**src/sv/bmhq_pkg.sv**
```systemverilog
// ----------------------------------------------------------------------------
// bmhq_pkg: shared types and constants of the min-heap queue
// Entry layout, operation and status codes, and the back-end state type.
// ----------------------------------------------------------------------------
package bmhq_pkg;

    localparam int CAPACITY   = 256;
    localparam int KEY_W      = 16;
    localparam int HANDLE_W   = 8;
    localparam int OP_W       = 2;
    localparam int STATUS_W   = 2;
    localparam int OUT_CNT_W  = 9;

    localparam logic [OP_W-1:0] OP_INSERT  = 2'd0;
    localparam logic [OP_W-1:0] OP_EXTRACT = 2'd1;
    localparam logic [OP_W-1:0] OP_PEEK    = 2'd2;

    typedef enum logic [STATUS_W-1:0] {
        STAT_OK       = 2'd0,
        STAT_OVERFLOW = 2'd1,
        STAT_EMPTY    = 2'd2
    } t_status;

    typedef enum logic [1:0] {
        K_INSERT,
        K_EXTRACT,
        K_PEEK,
        K_NOP
    } t_kind;

    typedef struct packed {
        logic [KEY_W-1:0]    key;
        logic [HANDLE_W-1:0] handle;
    } t_entry;

    typedef struct packed {
        t_kind  kind;
        t_entry ent;
    } t_cmd;

    typedef enum logic [3:0] {
        S_IDLE,
        S_INS_RD,
        S_INS_CMP,
        S_PEEK_GOT,
        S_EXT_ROOT,
        S_EXT_LAST,
        S_DN_L,
        S_DN_R,
        S_DN_CMP
    } t_state;

endpackage

```
**src/sv/bmhq_in_if.sv**
```systemverilog
// ----------------------------------------------------------------------------
// bmhq_in_if: request channel of the min-heap queue
// Valid/ready channel carrying one operation with its entry.
// ----------------------------------------------------------------------------
interface bmhq_in_if;
    logic                          valid;
    logic                          ready;
    logic [bmhq_pkg::OP_W-1:0]     operation;
    logic [bmhq_pkg::KEY_W-1:0]    key;
    logic [bmhq_pkg::HANDLE_W-1:0] handle;

    modport source (output valid, output operation, output key, output handle,
                    input ready);
    modport sink   (input valid, input operation, input key, input handle,
                    output ready);
endinterface

```
**src/sv/bmhq_front.sv**
```systemverilog
// ----------------------------------------------------------------------------
// bmhq_front: request intake and command queue
// Accepts request beats, decodes the operation and holds up to two commands.
// ----------------------------------------------------------------------------
module bmhq_front (
    input  logic             i_clk,
    input  logic             i_rst_n,
    bmhq_in_if.sink          i_req,
    output logic             o_cmd_valid,
    output bmhq_pkg::t_cmd   o_cmd,
    input  logic             i_cmd_ready
);

    bmhq_pkg::t_cmd r_q [2];
    logic           r_wp, r_rp;
    logic [1:0]     r_cnt;
    bmhq_pkg::t_cmd w_cmd;
    logic           w_push, w_pop;

    always_comb begin
        w_cmd.ent.key    = i_req.key;
        w_cmd.ent.handle = i_req.handle;
        case (i_req.operation)
            bmhq_pkg::OP_INSERT:  w_cmd.kind = bmhq_pkg::K_INSERT;
            bmhq_pkg::OP_EXTRACT: w_cmd.kind = bmhq_pkg::K_EXTRACT;
            bmhq_pkg::OP_PEEK:    w_cmd.kind = bmhq_pkg::K_PEEK;
            default:              w_cmd.kind = bmhq_pkg::K_NOP;
        endcase
    end

    assign i_req.ready = (r_cnt != 2'd2);
    assign w_push      = i_req.valid && i_req.ready;
    assign o_cmd_valid = (r_cnt != 2'd0);
    assign o_cmd       = r_q[r_rp];
    assign w_pop       = o_cmd_valid && i_cmd_ready;

    always_ff @(posedge i_clk) begin
        if (w_push) begin
            r_q[r_wp] <= w_cmd;
        end
    end

    always_ff @(posedge i_clk) begin
        if (!i_rst_n) begin
            r_wp  <= 1'b0;
            r_rp  <= 1'b0;
            r_cnt <= 2'd0;
        end else begin
            if (w_push) r_wp <= ~r_wp;
            if (w_pop)  r_rp <= ~r_rp;
            r_cnt <= r_cnt + 2'(w_push) - 2'(w_pop);
        end
    end

endmodule

```
**src/flat_wrapper.sv**
```systemverilog
// flat-port wrapper written by rule: the top's interface ports become plain ports
module bmhq_front_flat 
  (i_clk, i_rst_n, o_cmd_valid, o_cmd, i_cmd_ready, i_req_valid, i_req_operation, i_req_key, i_req_handle, i_req_ready);
  bmhq_in_if i_req_i ();
  input  logic i_clk;
  input  logic i_rst_n;
  output logic o_cmd_valid;
  output bmhq_pkg::t_cmd o_cmd;
  input  logic i_cmd_ready;
  input wire logic [$bits(i_req_i.valid)-1:0] i_req_valid;
  input wire logic [$bits(i_req_i.operation)-1:0] i_req_operation;
  input wire logic [$bits(i_req_i.key)-1:0] i_req_key;
  input wire logic [$bits(i_req_i.handle)-1:0] i_req_handle;
  output wire logic [$bits(i_req_i.ready)-1:0] i_req_ready;
  assign i_req_i.valid = i_req_valid;
  assign i_req_i.operation = i_req_operation;
  assign i_req_i.key = i_req_key;
  assign i_req_i.handle = i_req_handle;
  assign i_req_ready = i_req_i.ready;
  bmhq_front u_core (.i_clk(i_clk), .i_rst_n(i_rst_n), .i_req(i_req_i), .o_cmd_valid(o_cmd_valid), .o_cmd(o_cmd), .i_cmd_ready(i_cmd_ready));
endmodule
```
**config.mk**
```make
export PLATFORM = sky130hd
export DESIGN_NAME = bmhq_front_flat
export DESIGN_NICKNAME = d
export VERILOG_FILES = /design/src/sv/bmhq_pkg.sv /design/src/sv/bmhq_in_if.sv /design/src/sv/bmhq_front.sv /design/src/flat_wrapper.sv
export SDC_FILE = /design/constraint.sdc
export NUM_CORES = 1
export LEC_CHECK = 0
export BUFFER_PORTS_ARGS = -buffer_cell sky130_fd_sc_hd__buf_2
export CORE_MARGIN = 5
export CORE_UTILIZATION = 52
export DETAILED_ROUTE_END_ITERATION = 12
export PLACE_DENSITY = 0.84
export SLEW_MARGIN = 10
export SYNTH_ARGS = -nofsm -noshare
export SYNTH_HDL_FRONTEND = slang
export SYNTH_SLANG_ARGS = --single-unit
```
**constraint.sdc**
```tcl
create_clock -name i_clk -period 2.7 [get_ports i_clk]
set_input_delay 0.135 -clock i_clk [delete_from_list [all_inputs] [get_ports i_clk]]
set_output_delay 0.135 -clock i_clk [all_outputs]
set_load 0.02 [all_outputs]
```
# Word-level counts from Yosys, hierarchy flattened
# Memories as Yosys holds them, arrays and structs flattened. A register that Yosys moved wholly into a read port is not among the register bits.
# Cells that the tools add are included.
# totals
memories	1
regBits	4
mem_bits_rw	52
wordCells	20
# op_classes
add_sub_neg	2
bitwise	2
n_mux	5
eq_ne	3
reduce_logical	4
# memory_table
memory	depth	width	rd	rd_clocked_by_memory_dff	write_ports	line_no	text
u_core.r_q	2	26	1	1	1	bmhq_front.sv:14	bmhq_pkg::t_cmd r_q [2];
# ops
op	count
case mux 2 bit (3 select lines)	1
two-way mux 1 bit	4
adder 2 x 1 -> 2 bit	1
== test 2 x 1 -> 1 bit (second input constant)	1
== test 2 bit (second input constant)	1
logical AND 1 bit	2
zero test 2 bit	1
!= test 2 bit (second input constant)	1
NOT 1 bit	2
nonzero test 2 bit	1
subtractor 2 x 1 -> 2 bit	1

# Longest topological paths before layout
# Gate-level depths: netlist of run 1.
# depth
word_depth	4
ltp_mapped	7
mapped_depth_nobuf	7

# Worst setup path before layout of run 1
# OpenSTA, ideal clock, no wires.
# synth_path
path_type	register -> register
start	register u_core.r_cnt[0]
end	memory u_core.r_q[0][0] (netlist bit), enable pin
t_arrival_ns	1.910
setup_time_ns	0.412
path_stages_with_launch	4
period_less_slack_ns	2.322
t_required_ns	2.288
setup_slack_ns	0.378
path_cell_list	dfxtp_1 nand2b_2 and2_4 nor2b_1
# synth_between
elab_chain_len	4
# synth_lines
item	line_no	text
from (decl)	bmhq_front.sv:16	logic [1:0] r_cnt;
from (signal assigned)	bmhq_front.sv:51	r_cnt <= r_cnt + 2'(w_push) - 2'(w_pop);
!= test 2 bit	bmhq_front.sv:31	assign i_req.ready = (r_cnt != 2'd2);
named net i_req_ready	flat_wrapper.sv:14	output wire logic [$bits(i_req_i.ready)-1:0] i_req_ready;
logical AND 1 bit	bmhq_front.sv:32	assign w_push = i_req.valid && i_req.ready;
named net u_core.w_push	bmhq_front.sv:18	logic w_push, w_pop;
two-way mux 1 bit	bmhq_front.sv:38	if (w_push) begin
two-way mux 1 bit (implied by the code)	bmhq_front.sv:39	r_q[r_wp] <= w_cmd;
to (decl)	bmhq_front.sv:14	
# The timed path passes the listed nets, and every way through them passes these cells.

==> Implementation_results.wiki, run 1 <==
{| class="wikitable"
! Metric !! Value
|-
| Leading cell type in the layout, fill and taps excluded || sky130_fd_sc_hd__buf_2
|-
| Highest clock rate || 0.512 GHz
|-
| Root buffer selected by CTS || sky130_fd_sc_hd__clkbuf_8
|-
| Worst R2R Path Depth || 7
|-
| Pin count of the biggest net entering global routing || 27
|-
| Post-synthesis average cell area || 20.3 um^2
|-
| Proportion of layout cells with a drive suffix above 1 || around half
|-
| CTS tree || done
|-
| Floorplan Core Area || 4090 um^2
|-
| Post-CTS sizing || 0
|-
| Critical R2R Launch || u_core.r_cnt[1]
|-
| HP Class || input pin to flip-flop
|-
| Maximum clock insertion buffer count || 2
|-
| Relative area change from synthesis to final layout || 29.9%
|-
| Final-report max-slew violation count || 0
|-
| Worst Tran Pin Value || between 300 and 400 ps
|-
| Die Wd || around 76 um
|-
| Clock slew at the register clock pins of the worst setup and hold paths || around 60 ps
|-
| Arrival time at the worst endpoint || 1820 ps
|-
| Row count || 23
|-
| Final total power || 2.65 mW
|-
| Ant. Diodes || 0
|-
| H-tree level count || 3
|-
| Setup crit start kind || flip-flop
|-
| Remaining number of nets flagged by the antenna check after routing || 0
|-
| Final count of negative-setup-slack endpoints || 0
|-
| First-pass iteration count of the detailed router || 4
|-
| Ordered list of cells on the worst path || buf_4, mux2_2, buf_2
|-
| Clock latency on the worst-skew pair || around 320 ps
|-
| Result of the run || finished, final reports clean
|-
| Critical path's slowest cell || sky130_fd_sc_hd__dfxtp_1
|-
| Final total negative setup slack || 0 ps
|-
| Wire length per cell || 15.5 um
|-
| Total of buffers placed on input and output ports || 57
|-
| Post-Place Worst Slack || 1080 ps
|-
| Vias in the first global route || 1285
|-
| Starting Density || a little over half
|-
| Total overflow reported by the global router || 0
|-
| Number of violations reported at the end of detailed-routing iteration 0 || between 70 and 80
|-
| Antenna violations before repair || 0
|-
| Fill cells || 270
|-
| Vertical die dimension || 75.5 um
|-
| Reg2Reg Setup Slack || 1110 ps
|-
| Worst IR drop on VDD || 0.000546 V
|-
| Fin worst setup slack || 747 ps
|-
| Number of I/O pins || 58
|-
| CTS buffer count || 9
|-
| Slowest stage delay, CP || 540 ps
|-
| Routability-driven placement congestion ratio || ~0.7
|-
| Leakage component of the power || around 1.2 nW
|-
| Worst clock skew || 5.77 ps
|-
| Count of distinct cell types in the synthesized netlist || 23
|-
| Die Outline Area || 5700 um^2
|-
| Mapped Nets || 142
|-
| Sink count of the clock tree || 57
|-
| Yosys reg bits || 57
|-
| Via-per-instance ratio || between 4 and 5
|-
| Overall fraction of global-route tracks in use || 15.1%
|-
| Capture point of the critical path || o_cmd[2]
|-
| Worst path required time || 2570 ps
|-
| Peak fanout along the critical path || 19
|-
| Sequential share of the synthesized area || 74.4%
|-
| Final Hold Slack || 10.4 ps
|-
| Layout Nets || 228
|-
| Cell depth of the worst min-delay path || 1
|-
| Max Cap Violations || 0
|-
| Max-Slew Margin vs Limit || 74.9%
|-
| Total routed wirelength || about 3.9 mm
|-
| Destination of the worst register-to-register timing path || u_core.r_cnt[1]
|-
| CP Class || flip-flop to primary output
|-
| Power density over the cells || about 900 nW/um^2
|-
| Total number of vias || 1207
|-
| Unrepaired setup endpoints after global routing || no
|-
| Global-route wire length before repair || approximately 6.1 mm
|-
| Critical hold path startpoint || i_req_key[0]
|-
| Final hold violation count || 0
|-
| Most used cells in the layout excluding fill and tap cells || 57 x sky130_fd_sc_hd__buf_2, 52 x sky130_fd_sc_hd__edfxtp_1, 20 x sky130_fd_sc_hd__mux2_4, 20 x sky130_fd_sc_hd__dlygate4sd3_1, 9 x sky130_fd_sc_hd__clkbuf_8
|-
| YS warnings || 0
|-
| Final worst path period need || around 2000 ps
|-
| Crit path capture type || primary output
|-
| HPWL Detailed || 2.60 mm
|-
| Final routed DRC violation total || 0
|-
| Final worst path period share || 72.3%
|-
| Post-Syn Area || 2230 um^2
|-
| Post-Syn Instances || 110
|}
-- power breakdown --
part	internal [mW]	switching [mW]
logic	0.392	0.448
clock network	0.322	0.302
registers	1.12	0.0615
-- metal layers --
layer  global-route usage [%]  vias up  wire (um)
li1                         -      588          -
met1                     18.0      575       1590
met2                     25.0       38       1960
met3                     6.20        6        288
met4                     4.66        0         43
met5                        0        -          0
-- area by class of cell --
type	instances	area, um^2	area share [%]
clock inverter	5	22.5	0.777
multi-input combinational	45	503	17.3
sequential	57	1660	57.3
tap	50	62.6	2.16
clock buffer	11	131	4.53
inverter	3	11.3	0.388
timing repair buffer	80	508	17.5
-- cell usage after synthesis --
library cell               instances  area, um^2
sky130_fd_sc_hd__ha_1              2        25.0
sky130_fd_sc_hd__mux2_4           20         300
sky130_fd_sc_hd__xnor2_1           1        8.76
sky130_fd_sc_hd__and2_1            2        12.5
sky130_fd_sc_hd__xor2_1            1        8.76
sky130_fd_sc_hd__dfxtp_1           5         100
sky130_fd_sc_hd__inv_1             3        11.3
sky130_fd_sc_hd__and3_1            1        6.26
sky130_fd_sc_hd__buf_6             1        11.3
sky130_fd_sc_hd__buf_12            2        40.0
sky130_fd_sc_hd__mux2_2            6        67.6
sky130_fd_sc_hd__or2_2             1        6.26
sky130_fd_sc_hd__nand2_1           1        3.75
sky130_fd_sc_hd__and2_4            1        8.76
sky130_fd_sc_hd__edfxtp_1         52        1560
sky130_fd_sc_hd__nor2_1            3        11.3
sky130_fd_sc_hd__nand4b_1          1        8.76
sky130_fd_sc_hd__nor2b_1           1        6.26
sky130_fd_sc_hd__o21a_1            1        7.51
sky130_fd_sc_hd__clkbuf_1          2        7.51
sky130_fd_sc_hd__nand2b_2          1        8.76
sky130_fd_sc_hd__o21ai_1           1        5.00
sky130_fd_sc_hd__nor3_1            1        5.00
-- what timing repair did --
item / 4_1_cts / 5_1_grt
setup buffers: 0 / 0
hold buffers: 19 / 1
endpoints found under the hold margin: 38 / 2
-- flip-flops by register name, indices dropped and copies added (netlist names), named ones only --
register / cells
u_core.r_wp: 1
u_core.r_cnt: 2
u_core.r_rp: 1
u_core.r_q: 52
-- through the flow --
stage | instances | utilization, % | instance area, um^2
4_1_cts | 250 | 70.7 | 2890
3_3_place_gp | 215 | 62.3 | 2550
2_1_floorplan | 110 | - | 2230
5_1_grt | 251 | 71.0 | 2900
6_report | 251 | 71.0 | 2900
3_5_place_dp | 215 | 62.3 | 2550
-- critical path, delay by kind of cell (launching register included) --
kind	cells	cell delay (ps)
buffers and inverters	2	570
DFF	1	540
muxes	1	380
-- cells by family (layout without fill, tap and decap cells) --
kind of cell / Yosys count / after routing / share of synthesized area (%)
DFF: 57 / 57 / 74.4
muxes: 26 / 26 / 16.5
and+or+nand+nor: 13 / 13 / 3.48
buffers and inverters: 8 / 99 / 3.14
adders and majority gates: 2 / 2 / 1.12
AOI/OAI and AO/OA: 2 / 2 / 0.560
xor gates and xnor gates: 2 / 2 / 0.785
-- worst min-delay path by stage --
| stage | end | slack, ps |
|---|---|---|
| after detailed placement | u_core.r_q[1][9] | 330 |
| after global placement | u_core.r_q[1][22] | 320 |
| final | u_core.r_q[1][8] | 10 |
| after floorplan | u_core.r_q[0][0] | 230 |
| after global routing | u_core.r_q[0][16] | 1 |
| after CTS | u_core.r_q[0][8] | 0.4 |
(Power assumes the default switching activity.)
==> run 2, diff against run 1 <==
--- a/config.mk
+++ b/config.mk
@@ -5,6 +5,7 @@
 export SDC_FILE = /design/constraint.sdc
 export NUM_CORES = 1
 export LEC_CHECK = 0
+export ABC_AREA = 1
 export BUFFER_PORTS_ARGS = -buffer_cell sky130_fd_sc_hd__buf_2
 export CORE_MARGIN = 5
 export CORE_UTILIZATION = 52
==> constraint.sdc (replaced) <==
create_clock -name i_clk -period 1.9 [get_ports i_clk]
set_input_delay 0.095 -clock i_clk [delete_from_list [all_inputs] [get_ports i_clk]]
set_output_delay 0.095 -clock i_clk [all_outputs]
set_load 0.02 [all_outputs]
==> run 2 against run 1 <==
  * Clock power increased by 62%
  * Register-to-register slack got worse by 720 ps
  * Core utilization increased by 2.7 points
  * First-iteration DRC count decreased by 56%
  * Power increased by 48%
  * Clock skew decreased by 2.5 ps
  * Combinational power increased by 45%
  * Critical path type unchanged
==> Implementation_results.wiki, run 2 <==
{| class="wikitable"
! Metric !! Value
|-
| Worst path required time || about 1800 ps
|-
| Antenna violations before repair || 0
|-
| Destination of the worst register-to-register timing path || u_core.r_q[1][19]
|-
| Critical R2R Launch || u_core.r_cnt[0]
|-
| Post-Place Worst Slack || 394 ps
|-
| Final total power || 3.91 mW
|-
| Final routed DRC violation total || 0
|-
| Arrival time at the worst endpoint || around 1400 ps
|-
| Final total negative setup slack || 0 ps
|-
| Post-CTS sizing || 0
|-
| Combinational group share of total power || 31.2%
|-
| HPWL Detailed || slightly below 3 mm
|-
| Row count || 23
|-
| Part of the power in the clock network || 25.9%
|-
| Result of the run || finished, final reports clean
|-
| Share of Yosys cell area claimed by the top area cell type || 69.8%
|-
| CTS tree || done
|-
| Quantity of hold-fixing buffers added after cts || 26
|-
| Cell depth of the worst min-delay path || 3
|-
| Worst Tran Pin Value || 338 ps
|-
| Worst IR drop on VDD || 0.000881 V
|-
| Remaining number of nets flagged by the antenna check after routing || 0
|-
| Mapped Nets || about 150
|-
| Crit path capture type || primary output
|-
| Floorplan Core Area || 4090 um^2
|-
| Cell family contributing the most delay on the critical path || buffers and inverters
|-
| Worst path bufs/invs || 2
|-
| Worst R2R Path Depth || 5
|-
| Vertical die dimension || 75.6 um
|-
| Ranking of synthesized cells by instance count || 52 x sky130_fd_sc_hd__edfxtp_1, 20 x sky130_fd_sc_hd__mux2_4, 9 x sky130_fd_sc_hd__inv_1, 9 x sky130_fd_sc_hd__nand2_1, 8 x sky130_fd_sc_hd__nor2_1
|-
| Global-route wire length before repair || 6.45 mm
|-
| Die Outline Area || 5710 um^2
|-
| Highest clock rate || 0.656 GHz
|-
| Area share of and/or/nand/nor cells after synthesis || 3.53%
|-
| Cell internal pwr || 2.73 mW
|-
| Critical hold path startpoint || i_rst_n
|-
| Register with the most flip-flops || u_core.r_q
|-
| Root buffer selected by CTS || sky130_fd_sc_hd__clkbuf_8
|-
| Largest cells by area after synthesis || sky130_fd_sc_hd__edfxtp_1 70%, sky130_fd_sc_hd__mux2_4 13%, sky130_fd_sc_hd__dfxtp_1 4.5%
|-
| Registers with the most flip-flops || u_core.r_q x52, u_core.r_cnt x2
|-
| Total overflow reported by the global router || 0
|-
| Multiplexer share of the synthesized area || 16.5%
|-
| CP Class || flip-flop to primary output
|-
| Clock latency on the worst-skew pair || 320 ps
|-
| Post-Synth XOR/XNOR Area || 0%
|-
| Die Wd || roughly 76 um
|-
| Reg2Reg Setup Slack || 390 ps
|-
| Pin count of the biggest net entering global routing || 15
|-
| Power density over the cells || 1300 nW/um^2
|-
| Clock slew at the register clock pins of the worst setup and hold paths || 60 ps
|-
| Proportion of layout cells with a drive suffix above 1 || 45.7%
|-
| Final worst path period need || about 1500 ps
|-
| First-pass iteration count of the detailed router || 4
|-
| Ys async rst share || 0%
|-
| Adder-cell share of the synthesized area || 1.12%
|-
| Layout Nets || 248
|-
| Count of flip-flops with a built-in enable after synthesis || 52
|-
| Ordered list of cells on the worst path || buf_4, mux2_2, buf_2
|-
| Leading cell type in the layout, fill and taps excluded || sky130_fd_sc_hd__buf_2
|-
| Dominant combinational cell family by area after synthesis || multiplexers
|-
| Most used cells in the layout excluding fill and tap cells || 57 x sky130_fd_sc_hd__buf_2, 52 x sky130_fd_sc_hd__edfxtp_1, 26 x sky130_fd_sc_hd__dlygate4sd3_1, 20 x sky130_fd_sc_hd__mux2_4
|-
| Max Cap Violations || 0
|-
| Routability-driven placement congestion ratio || between 0.6 and 0.7
|-
| Sink count of the clock tree || 57
|-
| Area fraction in compound gates after synthesis || 0.448%
|-
| Cell taking the most area after synthesis || sky130_fd_sc_hd__edfxtp_1
|-
| HP Class || input pin to flip-flop
|-
| YS warnings || 0
|-
| Post-Syn Instances || 121
|-
| Worst clock skew || roughly 3.3 ps
|-
| Peak fanout along the critical path || 14
|-
| Final-report max-slew violation count || 0
|-
| Yosys reg bits || 57
|-
| Most frequently used cell type in the post-synthesis netlist || sky130_fd_sc_hd__edfxtp_1
|-
| WP depth || 3
|-
| Number of buffers inserted by post-CTS setup repair || 0
|-
| Total number of vias || about 1300
|-
| Total of buffers placed on input and output ports || 57
|-
| Post-Syn Area || 2240 um^2
|-
| Sequential power share || 42.9%
|-
| H-tree level count || 3
|-
| Count of distinct cell types in the synthesized netlist || 13
|-
| Largest register FFs || 52
|-
| Fill cells || 274
|-
| Instance area after placement || roughly 2600 um^2
|-
| Sw power || 1.18 mW
|-
| Ant. Diodes || 0
|-
| Overall fraction of global-route tracks in use || 16.4%
|-
| CTS buffer count || 9
|-
| Final Hold Slack || 16.6 ps
|-
| Critical path's slowest cell || sky130_fd_sc_hd__mux2_2
|-
| Sw Ratio || 30.1%
|-
| Unrepaired setup endpoints after global routing || no
|-
| Leakage component of the power || 1.25 nW
|-
| Final instance area || 3010 um^2
|-
| Slowest stage delay, CP || 370 ps
|-
| Final worst path period share || about four fifths
|-
| Total routed wirelength || 4.09 mm
|-
| Wire length per cell || 15.1 um
|-
| Setup crit start kind || flip-flop
|-
| Final hold violation count || 0
|-
| Maximum clock insertion buffer count || 2
|-
| Hold EP || u_core.r_cnt[0]
|-
| Vias in the first global route || 1426
|-
| Fin worst setup slack || 375 ps
|-
| Commonest register cell after synthesis || sky130_fd_sc_hd__edfxtp_1
|-
| Post-synthesis average cell area || 18.5 um^2
|-
| Sequential share of the synthesized area || 74.3%
|-
| Max-Slew Margin vs Limit || 77.4%
|-
| Final count of negative-setup-slack endpoints || 0
|-
| Starting Density || 54.7%
|-
| Number of I/O pins || 58
|-
| Relative area change from synthesis to final layout || 34.6%
|-
| Number of violations reported at the end of detailed-routing iteration 0 || 32
|-
| Via-per-instance ratio || 4.83
|}
run 2: logic make-up after synthesis:
| logic type | Yosys count |
|---|---|
| adder cells (fa/ha/maj) | 2 |
| AND/OR/NAND/NOR | 20 |
| AO/OA/AOI/OAI | 2 |
| buffers and inverters | 14 |
| multiplexers | 26 |
| flip-flops | 57 |
run 2: worst max path at each step:
stage / end / slack [ps]
final: o_cmd[4] / 380
after global routing: o_cmd[25] / 280
after CTS: o_cmd[0] / 350
after detailed placement: u_core.r_q[1][20] / 390
after global placement: u_core.r_q[1][22] / 500
after floorplan: u_core.r_q[0][0] / 110
run 2: cell type report:
class                   count  area, um^2  area share (%)
repair buffers             89         591            19.6
inverters                   9        33.8            1.12
multi-input cells          50         484            16.1
clock buffers              11         131            4.36
clock inverters             5        46.3            1.54
well taps                  50        62.6            2.08
flip-flops and latches     57        1660            55.2
run 2: through the flow:
stage,utilization [%],cells
finish,73.7,271
global route,73.7,271
CTS,73.7,271
detailed placement,63.0,229
global placement,63.0,229
floorplan,-,121
run 2: worst min-delay path, delay by kind of cell:
| kind | cells | cell delay, ps |
|---|---|---|
| buf+inv | 2 | 160 |
| simple gates | 1 | 50 |
run 2: power groups by stage:
stage                     logic [mW]  clock network (mW)  registers [mW]
after global routing            1.31                1.11            1.70
final                           1.22                1.01            1.68
after floorplan                0.894                   0            1.68
after detailed placement        1.19                   0            1.70
after CTS                       1.24                1.04            1.67
after global placement          1.14                   0            1.68
run 2: metal layers:
layer	track usage, %	share of wire [%]
met5	0	0
met3	7.92	6.5
met1	16.5	38
met4	5.83	0.93
met2	29.2	55
==> run 3, diff against run 2 <==
==> constraint.sdc (replaced) <==
create_clock -name i_clk -period 1.42 [get_ports i_clk]
set_input_delay 0.071 -clock i_clk [delete_from_list [all_inputs] [get_ports i_clk]]
set_output_delay 0.071 -clock i_clk [all_outputs]
set_load 0.02 [all_outputs]
==> run 3 against run 2 <==
  * The flow now finishes with violations (negative setup slack)
  * Clock power is 12% higher
  * Die area stayed put
  * Via count is 1.1% higher
  * Combinational power is 83% higher
  * Sequential power is 36% higher
  * Clock-buffer cell count is 1 higher
  * Sequential share of layout area is 4.5 points lower
  * Register-to-register slack worse by 370 ps
  * Hold slack better by 28 ps
  * Sequential cell count stayed put
  * First-iteration DRC count is 140% higher
==> Implementation_results.wiki, run 3 (synthesis gave the netlist of run 2 again) <==
{| class="wikitable"
! Metric !! Value
|-
| Total routed wirelength || 4.51 mm
|-
| Row count || 23
|-
| Peak fanout along the critical path || 6
|-
| DP Cell Count || 227
|-
| Starting Density || 54.7%
|-
| Pin count of the biggest net entering global routing || 27
|-
| Final worst path period need || 1420 ps
|-
| Area taken by flip-flops and latches || 1670 um^2
|-
| Fill cells || 224
|-
| CTS tree || done
|-
| Leakage component of the power || 1.34 nW
|-
| Slowest stage delay, CP || between 400 and 500 ps
|-
| Final routed DRC violation total || 0
|-
| Violations in the final reports || negative setup slack
|-
| Worst IR drop on VDD || around 0.0012 V
|-
| Overall fraction of global-route tracks in use || 16.7%
|-
| Reg2Reg Setup Slack || approximately 20 ps
|-
| Final hold violation count || 0
|-
| Total number of vias || 1323
|-
| HPWL Detailed || 2.92 mm
|-
| Number of I/O pins || between 50 and 60
|-
| Max Cap Violations || 0
|-
| Global-route wire length before repair || roughly 6.6 mm
|-
| Routability-driven placement congestion ratio || 0.718
|-
| Highest clock rate || 0.702 GHz
|-
| Wire length per cell || between 15 and 20 um
|-
| Leading cell type in the layout, fill and taps excluded || sky130_fd_sc_hd__edfxtp_1
|-
| Final worst path period share || 100%
|-
| Fin worst setup slack || -4.97 ps
|-
| Antenna violations before repair || 0
|-
| Final Hold Slack || 45.1 ps
|-
| Die Wd || 75.6 um
|-
| Unrepaired setup endpoints after global routing || yes
|-
| Share of the core filled with cells || between 80 and 90%
|-
| Worst path required time || around 1400 ps
|-
| Worst Tran Pin Value || 181 ps
|-
| Total of buffers placed on input and output ports || 57
|-
| Max-Slew Margin vs Limit || 87.9%
|-
| Result of the run || finished, violations left
|-
| Relative area change from synthesis to final layout || 47.2%
|-
| Instance area after placement || 2610 um^2
|-
| Clock latency on the worst-skew pair || around 320 ps
|-
| First-pass iteration count of the detailed router || 6
|-
| Final total power || 5.65 mW
|-
| Critical path's slowest cell || sky130_fd_sc_hd__dfxtp_4
|-
| Final count of negative-setup-slack endpoints || 4
|-
| Die Outline Area || 5710 um^2
|-
| Floorplan Core Area || between 4000 and 5000 um^2
|-
| CTS buffer count || 9
|-
| Largest register FFs || 52
|-
| Power density over the cells || 1720 nW/um^2
|-
| Registers with the most flip-flops || u_core.r_q x52, u_core.r_cnt x2
|-
| CP Class || flip-flop to primary output
|-
| Maximum clock insertion buffer count || 2
|-
| Clock slew at the register clock pins of the worst setup and hold paths || 50 ps
|-
| Final instance area || around 3300 um^2
|-
| Via-per-instance ratio || slightly below 5
|-
| Worst clock skew || 6.06 ps
|-
| Setup crit start kind || flip-flop
|-
| Most used cells in the layout excluding fill and tap cells || 52 x sky130_fd_sc_hd__edfxtp_1, 31 x sky130_fd_sc_hd__buf_2, 27 x sky130_fd_sc_hd__dlygate4sd3_1, 26 x sky130_fd_sc_hd__buf_6, 23 x sky130_fd_sc_hd__mux2_4
|-
| Worst path bufs/invs || 2
|-
| HP Class || input pin to flip-flop
|-
| Vertical die dimension || approximately 76 um
|-
| Arrival time at the worst endpoint || about 1400 ps
|-
| Layout Nets || 250
|-
| Sink count of the clock tree || 57
|-
| Root buffer selected by CTS || sky130_fd_sc_hd__clkbuf_8
|-
| Final standard cell count with taps included and fillers excluded || 271
|-
| Footprint of the multi-input gates || 518 um^2
|-
| Vias in the first global route || between 1000 and 1500
|-
| Ordered list of cells on the worst path || clkbuf_16, mux2_4, buf_6
|-
| Crit path capture type || primary output
|-
| Proportion of layout cells with a drive suffix above 1 || 48.9%
|-
| Register with the most flip-flops || u_core.r_q
|-
| Number of violations reported at the end of detailed-routing iteration 0 || just under 80
|-
| H-tree level count || 3
|-
| Ant. Diodes || 0
|-
| Remaining number of nets flagged by the antenna check after routing || 0
|-
| Total overflow reported by the global router || 0
|-
| Final-report max-slew violation count || 0
|-
| Cell family contributing the most delay on the critical path || flip-flops
|}
## run 3: timing repair
| item | CTS | global route |
|---|---|---|
| buffers inserted | 0 | 0 |
| endpoints found under the setup margin | 26 | 26 |
| pin swaps | 0 | 4 |
| endpoints found under the hold margin | 55 | 0 |
| hold buffers | 27 | 0 |
| gates resized for setup | 6 | 57 |
| cloned | 1 | 2 |
## run 3: stage by stage
| step | setup WS (ps) | TNS [ps] |
|---|---|---|
| 2_1_floorplan | 0.853 | 0 |
| 3_3_place_gp | 124 | 0 |
| 3_5_place_dp | 14.3 | 0 |
| 4_1_cts | -46.3 | -230 |
| 5_1_grt | -45.4 | -622 |
| 6_report | -4.97 | -8.65 |
## run 3: path summary, 6_finish.rpt
path                   startpoint               to  depth (start not counted)
setup / recovery        flip-flop        o_cmd[23]                          3
hold / removal        i_req_valid      u_core.r_wp                          3
setup reg to reg  u_core.r_cnt[1]  u_core.r_cnt[1]                         10
hold reg to reg       u_core.r_wp      u_core.r_wp                          2
## run 3: area by class of cell
type | instances | area share, %
Tap cell | 50 | 1.90
Clock inverter | 2 | 0.228
Sequential cell | 57 | 50.7
Timing Repair Buffer | 91 | 26.2
Inverter | 9 | 1.14
Clock buffer | 12 | 4.10
Multi-Input combinational cell | 50 | 15.7
## run 3: worst min-delay path, cell delays in order
cell and delay, ps:
sky130_fd_sc_hd__buf_2 100, sky130_fd_sc_hd__a21oi_1 60, sky130_fd_sc_hd__nor2_1 90
## run 3: metal layers
metal  routed length [um]  vias to the layer above  GRT usage (%)
met5                    0                        -              0
met4                   68                        0           10.9
met3                  207                        6           3.96
met2                 2650                       40           31.9
met1                 1590                      644           15.5
li1                     -                      633              -
## run 3: power breakdown
part	internal [mW]	switching [mW]	total [mW]
sequential	2.16	0.121	2.29
combinational	1.18	1.05	2.23
clock	0.602	0.529	1.13
total	3.95	1.70	5.65
